[src/design/nlse_pkg.sv]
`timescale 1ns / 1ps

package nlse_pkg;

    // Default and register layout
    localparam int unsigned DEF_MAX_TERMS   = 64;
    localparam int unsigned TC_W            = 7;
    localparam logic [TC_W-1:0] TERM_COUNT_RESET = 7'd8;

    // Stream widths
    localparam int unsigned X_W             = 32;
    localparam int unsigned OUT_W           = 32;
    localparam int unsigned OUT_DATA_W      = 3 * OUT_W;
    localparam logic [X_W-1:0] ONE_Q16      = 32'h0001_0000;

    // Shared restoring divider
    localparam int unsigned DIV_REM_W       = 33;
    localparam int unsigned DIV_Q_W         = 32;
    localparam int unsigned DIV_CNT_W       = 6;
    localparam logic [DIV_CNT_W-1:0] U_DIV_STEPS   = 6'd31;
    localparam logic [DIV_CNT_W-1:0] REL_DIV_STEPS = 6'd32;

    typedef struct packed {
        logic                 start;
        logic [DIV_CNT_W-1:0] steps;
    } t_div_req;

    typedef enum logic [3:0] {
        S_IDLE,
        S_UDIV,
        S_UWAIT,
        S_SQ,
        S_SQW,
        S_TQ,
        S_TR,
        S_TC,
        S_TP,
        S_FIN,
        S_REL,
        S_RWAIT,
        S_DONE
    } t_state;

endpackage

[src/design/nlse_div.sv]
`timescale 1ns / 1ps

// Restoring divider, one quotient bit per cycle.
module nlse_div
    import nlse_pkg::*;
(
    input  logic                 i_clk,
    input  logic                 i_rst_n,
    input  t_div_req             i_req,
    input  logic [DIV_REM_W-1:0] i_rem_init,
    input  logic [DIV_Q_W-1:0]   i_low,
    input  logic [DIV_REM_W-1:0] i_divisor,
    output logic                 o_done,
    output logic [DIV_Q_W-1:0]   o_quot
);

    logic                 r_busy;
    logic                 r_done;
    logic [DIV_CNT_W-1:0] r_cnt;
    logic [DIV_REM_W-1:0] r_rem;
    logic [DIV_Q_W-1:0]   r_low;
    logic [DIV_REM_W-1:0] r_div;
    logic [DIV_Q_W-1:0]   r_quot;

    logic [DIV_REM_W:0]   w_shift;
    logic                 w_bit;
    logic [DIV_REM_W-1:0] n_rem;

    // Shift in the next dividend bit and try one subtract
    always_comb begin
        w_shift = {r_rem, r_low[DIV_Q_W-1]};
        w_bit   = (w_shift >= {1'b0, r_div});
        n_rem   = w_bit ? DIV_REM_W'(w_shift - {1'b0, r_div})
                        : w_shift[DIV_REM_W-1:0];
    end

    // Step count and done pulse
    always_ff @(posedge i_clk) begin
        if (!i_rst_n) begin
            r_busy <= 1'b0;
            r_done <= 1'b0;
            r_cnt  <= '0;
        end else begin
            r_done <= 1'b0;
            if (i_req.start) begin
                r_busy <= 1'b1;
                r_cnt  <= i_req.steps;
            end else if (r_busy) begin
                r_cnt <= r_cnt - 1'b1;
                if (r_cnt == DIV_CNT_W'(1)) begin
                    r_busy <= 1'b0;
                    r_done <= 1'b1;
                end
            end
        end
    end

    // Remainder, dividend bits and quotient
    always_ff @(posedge i_clk) begin
        if (i_req.start) begin
            r_rem  <= i_rem_init;
            r_low  <= i_low;
            r_div  <= i_divisor;
            r_quot <= '0;
        end else if (r_busy) begin
            r_rem  <= n_rem;
            r_low  <= {r_low[DIV_Q_W-2:0], 1'b0};
            r_quot <= {r_quot[DIV_Q_W-2:0], w_bit};
        end
    end

    assign o_done = r_done;
    assign o_quot = r_quot;

endmodule

[src/design/natural_log_series_estimate_top.sv]
`timescale 1ns / 1ps

// Series estimate of ln(x) for x in unsigned Q16.16: u = (x-1)/(x+1) in Q1.30,
// ln = 2*sum of u^(2i-1)/(2i-1) over n terms, returned in signed Q8.24 along
// with the distance to the series cut after floor(n/2) terms and the relative
// error of that distance (saturating, flagged in tuser). n comes from the
// configuration register, 0 taken as 1 and clipped to MAX_TERMS. One item is
// worked at a time; the next is accepted only after the result has entered
// the output register, which waits while that register is full. The
// bit-serial divider spends 31 steps on u and 32 on the relative error (that
// division is skipped when the relative error saturates), and each term runs
// through S_TQ, S_TR, S_TC and S_TP, the first three of them passes of the single
// 31x32 multiplier (divide by 2i-1 through a reciprocal, back-multiply for the
// remainder check, next power). The input is ready only when idle; a finished
// result waits in the output register while the next item runs.
module natural_log_series_estimate_top
    import nlse_pkg::*;
#(
    parameter int unsigned MAX_TERMS = DEF_MAX_TERMS
) (
    input  logic                  i_clk,
    input  logic                  i_rst_n,
    input  logic                  i_cfg_we,
    input  logic [TC_W-1:0]       i_cfg_wdata,      // term_count
    input  logic                  i_s_axis_tvalid,
    output logic                  o_s_axis_tready,
    input  logic [X_W-1:0]        i_s_axis_tdata,   // [31:0] x_value
    output logic                  o_m_axis_tvalid,
    input  logic                  i_m_axis_tready,
    // [31:0] ln_estimate, [63:32] delta_estimate, [95:64] relative_error
    output logic [OUT_DATA_W-1:0] o_m_axis_tdata,
    output logic [0:0]            o_m_axis_tuser    // [0] relative_saturated
);

    localparam int unsigned CW    = $clog2(MAX_TERMS + 1);
    localparam int unsigned IW    = (MAX_TERMS > 1) ? $clog2(MAX_TERMS) : 1;
    localparam int unsigned Q_W   = 31;
    localparam int unsigned FRAC_SHIFT = 30;
    localparam int unsigned MUL_W = 63;
    localparam int unsigned SUM_W = Q_W + CW;
    localparam int unsigned Q824_DROP = 5;

    // Reciprocals floor((2^32-1)/(2i+1)) for the term divisors
    logic [31:0] w_recip [MAX_TERMS];
    for (genvar g = 0; g < MAX_TERMS; g++) begin : g_recip
        localparam logic [31:0] RECIP = 32'hFFFF_FFFF / 32'(2 * g + 1);
        assign w_recip[g] = RECIP;
    end

    // Double a Q1.30 magnitude sum and clip it to a Q8.24 magnitude
    function automatic logic [OUT_W-1:0] clamp_mag(input logic [SUM_W-1:0] s,
                                                   input logic neg);
        logic [SUM_W:0] m;
        logic [SUM_W:0] lim;
        m   = {1'b0, s} >> Q824_DROP;
        lim = neg ? {{(SUM_W-31){1'b0}}, 32'h8000_0000}
                  : {{(SUM_W-31){1'b0}}, 32'h7FFF_FFFF};
        return (m > lim) ? lim[OUT_W-1:0] : m[OUT_W-1:0];
    endfunction

    t_state r_state, n_state;
    logic [TC_W-1:0]       r_term_count;
    logic                  r_out_valid;
    logic [OUT_DATA_W-1:0] r_out_data;
    logic                  r_out_sat;

    logic [X_W-1:0]   r_x;
    logic [CW-1:0]    r_n;
    logic [CW-1:0]    r_half;
    logic [CW-1:0]    r_idx;
    logic             r_neg;
    logic [Q_W-1:0]   r_u;
    logic [Q_W-1:0]   r_u2;
    logic [Q_W-1:0]   r_p;
    logic [Q_W-1:0]   r_qe;
    logic [MUL_W-1:0] r_prod;
    logic [SUM_W-1:0] r_sum;
    logic [SUM_W-1:0] r_half_sum;
    logic [OUT_W-1:0] r_lnm;
    logic [OUT_W-1:0] r_hlm;
    logic [OUT_W-1:0] r_delta;
    logic [OUT_W-1:0] r_rel;
    logic             r_sat;

    logic                 w_accept;
    logic                 w_out_free;
    logic [CW-1:0]        w_n;
    logic                 w_x_neg;
    logic [X_W-1:0]       w_x_mag;
    logic [DIV_REM_W-1:0] w_den;
    logic [CW:0]          w_d;
    logic [CW-1:0]        w_idx_inc;
    logic                 w_last;
    logic [Q_W-1:0]       w_rem;
    logic [Q_W-1:0]       w_q;
    logic [SUM_W-1:0]     w_sum_next;
    logic [OUT_W-1:0]     w_delta;
    logic [OUT_W-1:0]     w_dmag;
    logic                 w_sat;
    logic [OUT_W-1:0]     w_ln;
    logic [Q_W-1:0]       w_mul_a;
    logic [31:0]          w_mul_b;
    t_div_req             w_div_req;
    logic [DIV_REM_W-1:0] w_div_rem;
    logic [DIV_Q_W-1:0]   w_div_low;
    logic [DIV_REM_W-1:0] w_div_divisor;
    logic                 w_div_done;
    logic [DIV_Q_W-1:0]   w_div_quot;

    nlse_div u_div (
        .i_clk      (i_clk),
        .i_rst_n    (i_rst_n),
        .i_req      (w_div_req),
        .i_rem_init (w_div_rem),
        .i_low      (w_div_low),
        .i_divisor  (w_div_divisor),
        .o_done     (w_div_done),
        .o_quot     (w_div_quot)
    );

    // Datapath terms
    always_comb begin
        w_accept   = i_s_axis_tvalid && (r_state == S_IDLE);
        w_out_free = !r_out_valid || i_m_axis_tready;
        if (r_term_count == '0) begin
            w_n = CW'(1);
        end else if (32'(r_term_count) > 32'(MAX_TERMS)) begin
            w_n = CW'(MAX_TERMS);
        end else begin
            w_n = CW'(r_term_count);
        end
        w_x_neg    = (r_x < ONE_Q16);
        w_x_mag    = w_x_neg ? (ONE_Q16 - r_x) : (r_x - ONE_Q16);
        w_den      = {1'b0, r_x} + {1'b0, ONE_Q16};
        w_d        = {r_idx, 1'b1};
        w_idx_inc  = r_idx + CW'(1);
        w_last     = (w_idx_inc == r_n);
        w_rem      = r_p - r_prod[Q_W-1:0];
        w_q        = (w_rem >= Q_W'(w_d)) ? (r_qe + Q_W'(1)) : r_qe;
        w_sum_next = r_sum + SUM_W'(w_q);
        w_delta    = (r_lnm >= r_hlm) ? (r_lnm - r_hlm) : (r_hlm - r_lnm);
        w_dmag     = (r_lnm == '0) ? OUT_W'(1) : r_lnm;
        w_sat      = ({8'b0, w_delta} >= {w_dmag, 8'b0});
        w_ln       = r_neg ? (OUT_W'(0) - r_lnm) : r_lnm;
    end

    // Next state
    always_comb begin
        n_state = r_state;
        unique case (r_state)
            S_IDLE:  if (i_s_axis_tvalid) n_state = S_UDIV;
            S_UDIV:  n_state = S_UWAIT;
            S_UWAIT: if (w_div_done) n_state = S_SQ;
            S_SQ:    n_state = S_SQW;
            S_SQW:   n_state = S_TQ;
            S_TQ:    n_state = S_TR;
            S_TR:    n_state = S_TC;
            S_TC:    n_state = w_last ? S_FIN : S_TP;
            S_TP:    n_state = S_TQ;
            S_FIN:   n_state = S_REL;
            S_REL:   n_state = w_sat ? S_DONE : S_RWAIT;
            S_RWAIT: if (w_div_done) n_state = S_DONE;
            S_DONE:  if (w_out_free) n_state = S_IDLE;
            default: n_state = S_IDLE;
        endcase
    end

    // Multiplier operands and divider requests
    always_comb begin
        w_mul_a         = r_p;
        w_mul_b         = '0;
        w_div_req.start = 1'b0;
        w_div_req.steps = U_DIV_STEPS;
        w_div_rem       = DIV_REM_W'(w_x_mag >> 1);
        w_div_low       = {w_x_mag[0], 31'b0};
        w_div_divisor   = w_den;
        unique case (r_state)
            S_UDIV: begin
                w_div_req.start = 1'b1;
            end
            S_SQ: begin
                w_mul_a = r_u;
                w_mul_b = 32'(r_u);
            end
            S_TQ: begin
                w_mul_b = w_recip[r_idx[IW-1:0]];
            end
            S_TR: begin
                w_mul_a = r_prod[MUL_W-1:32];
                w_mul_b = 32'(w_d);
            end
            S_TC: begin
                w_mul_b = 32'(r_u2);
            end
            S_REL: begin
                w_div_req.start = !w_sat;
                w_div_req.steps = REL_DIV_STEPS;
                w_div_rem       = DIV_REM_W'(w_delta >> 8);
                w_div_low       = {w_delta[7:0], 24'b0};
                w_div_divisor   = DIV_REM_W'(w_dmag);
            end
            default: begin
            end
        endcase
    end

    // State, configuration and output valid
    always_ff @(posedge i_clk) begin
        if (!i_rst_n) begin
            r_state      <= S_IDLE;
            r_term_count <= TERM_COUNT_RESET;
            r_out_valid  <= 1'b0;
        end else begin
            r_state <= n_state;
            if (i_cfg_we) begin
                r_term_count <= i_cfg_wdata;
            end
            if ((r_state == S_DONE) && w_out_free) begin
                r_out_valid <= 1'b1;
            end else if (i_m_axis_tready) begin
                r_out_valid <= 1'b0;
            end
        end
    end

    // Shared multiplier, one product per cycle
    always_ff @(posedge i_clk) begin
        r_prod <= MUL_W'(w_mul_a) * MUL_W'(w_mul_b);
    end

    // Working registers, advanced by the sequencer
    always_ff @(posedge i_clk) begin
        case (r_state)
            S_IDLE: begin
                if (w_accept) begin
                    r_x    <= i_s_axis_tdata;
                    r_n    <= w_n;
                    r_half <= w_n >> 1;
                end
            end
            S_UWAIT: begin
                if (w_div_done) begin
                    r_u <= w_div_quot[Q_W-1:0];
                end
            end
            S_SQW: begin
                r_u2       <= r_prod[FRAC_SHIFT+Q_W-1:FRAC_SHIFT];
                r_p        <= r_u;
                r_idx      <= '0;
                r_sum      <= '0;
                r_half_sum <= '0;
                r_neg      <= w_x_neg;
            end
            S_TR: begin
                r_qe <= r_prod[MUL_W-1:32];
            end
            S_TC: begin
                r_sum <= w_sum_next;
                if (w_idx_inc == r_half) begin
                    r_half_sum <= w_sum_next;
                end
            end
            S_TP: begin
                r_p   <= r_prod[FRAC_SHIFT+Q_W-1:FRAC_SHIFT];
                r_idx <= w_idx_inc;
            end
            S_FIN: begin
                r_lnm <= clamp_mag(r_sum, r_neg);
                r_hlm <= clamp_mag(r_half_sum, r_neg);
            end
            S_REL: begin
                r_delta <= w_delta;
                r_sat   <= w_sat;
                if (w_sat) begin
                    r_rel <= '1;
                end
            end
            S_RWAIT: begin
                if (w_div_done) begin
                    r_rel <= w_div_quot;
                end
            end
            S_DONE: begin
                if (w_out_free) begin
                    r_out_data <= {r_rel, r_delta, w_ln};
                    r_out_sat  <= r_sat;
                end
            end
            default: begin
            end
        endcase
    end

    assign o_s_axis_tready   = (r_state == S_IDLE);
    assign o_m_axis_tvalid   = r_out_valid;
    assign o_m_axis_tdata    = r_out_data;
    assign o_m_axis_tuser[0] = r_out_sat;

endmodule

[config.mk]
export PLATFORM = sky130hd
export DESIGN_NAME = natural_log_series_estimate_top
export DESIGN_NICKNAME = d
export VERILOG_FILES = /design/src/design/nlse_pkg.sv /design/src/design/nlse_div.sv /design/src/design/natural_log_series_estimate_top.sv
export SDC_FILE = /design/constraint.sdc
export NUM_CORES = 2
export LEC_CHECK = 0
export ABC_CLOCK_PERIOD_IN_PS = 20000
export BUFFER_PORTS_ARGS = -buffer_cell sky130_fd_sc_hd__buf_4
export CORE_MARGIN = 4
export CORE_UTILIZATION = 70
export DETAILED_ROUTE_END_ITERATION = 6
export PLACE_DENSITY = 0.95
export SYNTH_ARGS = -nofsm -noshare
export SYNTH_HDL_FRONTEND = slang
export SYNTH_SLANG_ARGS = --single-unit
[constraint.sdc]
create_clock -name i_clk -period 20 [get_ports i_clk]
set_clock_uncertainty 0.05 [all_clocks]
set_input_delay 4 -clock i_clk [delete_from_list [all_inputs] [get_ports i_clk]]
set_output_delay 4 -clock i_clk [all_outputs]
set_load 0.02 [all_outputs]
# Word level (Yosys, flattened, before mapping)
# Memory sizes are Yosys's and may differ from the RTL's.
# Cells that the tools add are included.
classes:
  n_mul: 1
  reduce_logical: 22
  n_mux: 46
  n_eq_ne: 21
  n_shift: 0
  div: 0
  n_bitwise: 3
  addsub: 12
  n_lt_le_gt_ge: 9
ops:
  columns: ["operator", "count"]
  rows:
  - ["$mux W32", 15]
  - ["$pmux W38 S2", 2]
  - ["$pmux W32 S4", 1]
  - ["$pmux W31 S2", 2]
  - ["$mux W33", 3]
  - ["$pmux W32 S2", 1]
  - ["$sub A32 B32 Y32", 2]
  - ["$mul A31 B32 Y63", 1]
  - ["$mux W31", 2]
  - ["$pmux W4 S12", 1]
  - ["$ge A32 B40 Y1", 1]
  - ["$gt A33 B39 Y1", 1]
  - ["$add A38 B31 Y38", 1]
  - ["$mux W38", 1]
  - ["$ge A34 B33 Y1", 1]
  - ["$add A32 B17 Y33 const B", 1]
  - ["$gt A33 B32 Y1", 1]
  - ["$sub A33 B33 Y33", 1]
  - ["$ge A32 B32 Y1", 1]
  - ["$logic_not A32 Y1", 1]
  - ["$lt A32 B17 Y1 const B", 1]
  - ["$sub A1 B32 Y32 const A", 1]
  - ["$sub A17 B32 Y32 const A", 1]
  - ["$sub A32 B17 Y32 const B", 1]
  - ["other kinds (36)", 70]
word_totals:
  word_cells: 146
  memories: 1
  rom_bits: 2048
  inputBits: 44
  reg_bits: 686
  mem_bits_rw: 0
  latchBits: 0
  output_inout_bits: 99
memory_table:
  columns: ["name", "depth", "word_bits", "rd", "rd_clocked_by_memory_dff", "wr", "line_no", "source"]
  rows:
  - ["(no name shown)", 64, 32, 1, 0, 0, "natural_log_series_estimate_top.sv:186", "w_mul_b = w_recip[r_idx[IW-1:0]];"]

# Depth between registers and ports, before layout
depth:
  ltp_word: 6
  mapped_depth: 45
  mapped_depth_nobuf: 39

# Modules after synthesis
# Synthesis repeated with hierarchy kept, for this count alone.
hier_totals:
  cells_unflattened: 7586
  hier_area_um2: 71920.2
modules_own_cells:
  columns: ["module", "n_inst", "area_each_um2", "cells_each", "seq_area_each_um2"]
  rows:
  - ["natural_log_series_estimate_top", 1, 64364.2, 6875, 15554.9]
  - ["nlse_div", 1, 7556.0, 711, 3743.6]

# Least setup slack after synthesis
# Ideal clock, no wire load.
synth_path:
  path_type: "input -> register"
  start: "in i_m_axis_tready"
  end: "reg r_out_data[0], in the netlist o_m_axis_tdata[0], enable pin"
  arrival_time_ps: 10621
  path_buffers: 0
  setup_time_ps: 672
  path_slack_ps: 8657
  cell_stages: 2
  t_required_ps: 19278
  path_cell_list: "nor2b_1 -> nor3_1"
synth_between:
  elab_chain_len: 2
synth_lines:
  columns: ["element", "line_no", "source"]
  rows:
  - ["start: declaration", "natural_log_series_estimate_top.sv:29", "input logic i_m_axis_tready,"]
  - ["$logic_or A1 B1 Y1", "natural_log_series_estimate_top.sv:124", "w_out_free = !r_out_valid || i_m_axis_tready;"]
  - ["$reduce_and A2 Y1 (no source line)", null, null]
  - ["end signal: assignment", "natural_log_series_estimate_top.sv:285", "r_out_data <= {r_rel, r_delta, w_ln};"]
  - ["end: declaration", "natural_log_series_estimate_top.sv:64", "logic [OUT_DATA_W-1:0] r_out_data;"]
# Every way passes these cells.
# A chain may end at the register's enable or synchronous reset.

# Final worst setup path
layout_path:
  start: "reg r_idx[0]"
  end: "reg r_prod[55]"
layout_between:
  elab_chain_len: 6
layout_lines:
  columns: ["element", "line_no", "source"]
  rows:
  - ["start: declaration", "natural_log_series_estimate_top.sv:70", "logic [CW-1:0] r_idx;"]
  - ["start signal: assignment", "natural_log_series_estimate_top.sv:265", "r_idx <= w_idx_inc;"]
  - ["$not A6 Y7 (implied by the code)", "natural_log_series_estimate_top.sv:186", null]
  - ["$mem_v2 Z64 W32", null, null]
  - ["$mux W32 (implied by the code) (2 in a row)", "natural_log_series_estimate_top.sv:186", null]
  - ["$pmux W32 S4 *", "natural_log_series_estimate_top.sv:177", "unique case (r_state)"]
  - ["$mul A31 B32 Y63 *", "natural_log_series_estimate_top.sv:228", "r_prod <= MUL_W'(w_mul_a) * MUL_W'(w_mul_b);"]
  - ["end signal: assignment", "natural_log_series_estimate_top.sv:228", null]
  - ["end: declaration", "natural_log_series_estimate_top.sv:76", "logic [MUL_W-1:0] r_prod;"]
# Every way passes the cells marked *; elsewhere a longest branch is shown, timed or not. The select of a mux whose other input is x is not followed.

==> flow_summary_export.csv <==
group,metric,value,unit
logic_synthesis,synth.yosys.seq_area_share,26.53,%
clock_network,cts_setup_buffers,0,
floorplanning,core_area,0.09885,mm2
timing,slew-limit-headroom,-1.877,%
pwr,power.share.combinational,56.0,%
place,post-dp-hpwl,188.0,mm
route,post-route-drc-count,151,
floorplanning,chipHeight,324.3,um
cells_and_area,fillCellCount,6168,
route,finalWirelength,252.6,mm
timing,worst-slew-pin-transition,1.528,ns
logic_synthesis,synth_top_family_by_area,"adder cells",
pwr,seqPwrFrac,27.4,%
critical_path,slowest_stage,"a211oi_1",
logic_synthesis,synth_seq_cells,657,
logic_synthesis,synthesis.yosys.warnings,0,
route,vias_per_cell,6.998,
clock_network,postCtsHoldBufs,0,
timing,max_freq,0.08002,GHz
logic_synthesis,synth_area_per_cell,9.388,um2
outcome,failed_checks,"DRC, capacitance limit, slew limit",
timing,min_tclk_post_route,12.50,ns
critical_path,worst_setup_path_start_kind,"register",
logic_synthesis,postSynth.asyncResetShare,0,%
timing,slew_viol_final,17,
hold_path,worstHoldPathType,"register to register",
cells_and_area,syn2layout_area_growth,6.319,%
logic_synthesis,dominantRegCellSynth,"edfxtp_1",
critical_path,timing.critical_path.to_type,"register",
logic_synthesis,post_synthesis_mux_area_share,1.420,%
global_route,gr_met3_demand_resource,21.65,%
global_route,met2_usage,66.87,%
clock_network,clock_tree.buffer_depth,3,
cells_and_area,final_net_count,8859,
global_route,groute.usage.overall,47.07,%
critical_path,cp.required,20.53,ns
critical_path,critical-path-max-stage-delay,1.01,ns
floorplanning,row_count,115,
clock_network,cts_resized,0,
global_route,grt_remaining_overflow,0,
place,gp_congestion,1.100,
clock_network,root_buffer,"clkbuf_16",
clock_network,cts_tree,"yes",
global_route,maximum_number_of_pins_on_one_net_before_global_route_repair,104,
logic_synthesis,synth.distinct_cells,99,
logic_synthesis,synthCells,7460,
pwr,vdd_ir_drop_max,0.00009300,V
floorplanning,initial_utilization,70.85,%
timing,fin_ws,7.504,ns
logic_synthesis,net_count_after_synthesis,8914,
floorplanning,die_w,324.3,um
timing,grt_setup_unrepaired,"no",
logic_synthesis,synthesized_area_fraction_occupied_by_ao_oa_aoi_and_oai_cells,11.60,%
flow_run,maxCapViolations,1,
timing,report.final.setup_viol,0,
pwr,sw_frac_of_total,46.94,%
clock_network,clkTransAtPathRegs,0.07,ns
outcome,status,"finished, violations left",
critical_path,setup.worst_path.class,"register to register",
clock_network,clock_buffers_created_by_tritoncts,59,
logic_synthesis,synth_enable_flop_cells,542,
place,preCtsSetupSlack,8.074,ns
pwr,power-per-cell-area,96.14,mW/mm2
logic_synthesis,synth-simple-area-share,14.32,%
global_route,globalRouteMet1Util,56.33,%
global_route,antenna_violations_before_repair,21,
timing,timing_hold_violations_final,0,
route,initialDrtViolationCount,10420,
global_route,wire_length_of_the_first_global_routing_pass,375.2,mm
cells_and_area,post_route_cells_drive_above_1_share,6.775,%
global_route,grt.busiest_layer,"met2",
floorplanning,floorplan.die_area,0.1052,mm2
pwr,design_power_total,0.007159,W
pwr,internal_power,0.003798,W
critical_path,path_max_fanout,19,
timing,setup_tns,0,ns
timing,period_share,62.48,%
route,num_vias,61350,
route,drt_first_pass_iters,7,
clock_network,cts.sinks,657,
critical_path,cp_common_cell,"fa_1",
critical_path,critPathArrivalTime,13.03,ns
logic_synthesis,synthesis.area,0.07003,mm2
logic_synthesis,post_synth_fa_ha_maj_area_fraction,34.53,%
place,portBuffers,142,
route,routed_wire_length_per_instance,28.81,um
pwr,total_leakage_power,34.46,nW
place,placedCellCount,8631,
global_route,number_of_global_route_vias_before_repair,62360,
logic_synthesis,yosys.area_share.xor_xnor,3.552,%
pwr,p_sw,0.003361,W
pwr,power.share.clock,16.7,%
cells_and_area,fin_cells,8767,
clock_network,cts-htree-levels,2,
clock_network,clock_insertion_delay_worst_skew,0.66,ns
floorplanning,boundaryPins,143,
route,route.antenna.remaining_nets,0,
==> registers in the layout (all words and copies together) (netlist names), 7 cells and up <==
| name | flops |
|---|---|
| o_m_axis_tdata | 96 |
| r_delta | 32 |
| r_half_sum | 33 |
| r_hlm | 32 |
| r_idx | 7 |
| r_lnm | 32 |
| r_n | 7 |
| r_p | 31 |
| r_prod | 63 |
| r_qe | 31 |
| r_rel | 32 |
| r_sum | 38 |
| r_term_count | 7 |
| r_u | 31 |
| r_u2 | 31 |
| r_x | 32 |
| u_div.o_quot | 32 |
| u_div.r_div | 33 |
| u_div.r_low | 8 |
| u_div.r_rem | 33 |
==> critical path, delay by kind of cell, from the launching register on <==
family	cells	cell delay, ns
and+or+nand+nor	4	0.78
muxes	1	0.49
AOI/OAI and AO/OA	12	4.04
DFF	1	0.82
buffers and inverters	4	0.72
xor gates and xnor gates	1	0.14
adders and majority gates	10	5.39
==> power by group through the flow <==
| stage | Combinational [W] | Clock, W | Sequential [W] |
|---|---|---|---|
| 2_1_floorplan | 0.00257 | 0 | 0.00185 |
| 4_1_cts | 0.00379 | 0.00118 | 0.00193 |
| 6_report | 0.00401 | 0.00119 | 0.00196 |
| 5_1_grt | 0.00422 | 0.00124 | 0.00196 |
| 3_3_place_gp | 0.00358 | 0 | 0.00195 |
| 3_5_place_dp | 0.00372 | 0 | 0.00196 |
==> Yosys cell counts, types with 115 or more instances <==
cell      count  area (um2)
nand2_1     928        3483
xnor2_1     162        1419
ha_1        539        6744
nor2_1      787        2954
dfxtp_1     115        2302
o21ai_0     277        1386
a21o_1      184        1381
xor2_1      122        1069
inv_1      1089        4088
edfxtp_1    542       16280
clkbuf_1    324        1216
fa_1        871       17440
a21oi_1     298        1491
==> worst paths after layout <==
kind,slack (ns),cells past startpoint,to,startpoint
worst min-delay path,0.37,0,o_m_axis_tdata[56],r_delta[24]
worst max register to register,7.50,32,r_prod[55],r_idx[0]
worst min register to register,0.37,0,o_m_axis_tdata[56],r_delta[24]
worst max-delay path,7.50,32,r_prod[55],r_idx[0]
==> metrics by stage <==
step	area (um2)	hold slack (ns)	utilization, %
2_1_floorplan	70030	0.3503	-
3_3_place_gp	72410	0.3505	73.25
3_5_place_dp	72410	0.3545	73.25
4_1_cts	74400	0.3697	75.26
5_1_grt	74410	0.3730	75.28
6_report	74460	0.3691	75.33
==> layer usage <==
| metal | vias to the layer above | wire length [um] |
|---|---|---|
| met2 | 6043 | 103400 |
| met3 | 1945 | 44940 |
| met5 | - | 143 |
| met4 | 10 | 24780 |
| li1 | 24450 | - |
| met1 | 28910 | 79300 |
==> cell type report <==
cell class / count / area [um2] / share of cell area, %
clock buffer: 78 / 1660 / 2.230
inverter: 1095 / 4111 / 5.522
multi-input combinational: 5325 / 46110 / 61.92
antenna: 26 / 65.06 / 0.08738
sequential: 657 / 18580 / 24.95
tap: 1287 / 1610 / 2.163
timing repair buffer: 267 / 2004 / 2.692
clock inverter: 32 / 321.6 / 0.4319
==> layout by cell type (no fill, tap or decap), drive strengths merged, types with 122 or more instances in the layout <==
master	Yosys	routed
ha	539	539
inv	1092	1095
nand2	928	928
a21o	184	184
nor2	789	789
xnor2	162	162
edfxtp	542	542
fa	871	871
xor2	122	122
buf	59	267
a21oi	300	300
o21ai	298	298
==> cell families after synthesis <==
kind of cell	after synthesis
muxes	93
AOI/OAI and AO/OA	1231
buffers and inverters	1478
adders and majority gates	1410
DFF	657
xor gates and xnor gates	284
and+or+nand+nor	2307
(Power assumes the default switching activity.)
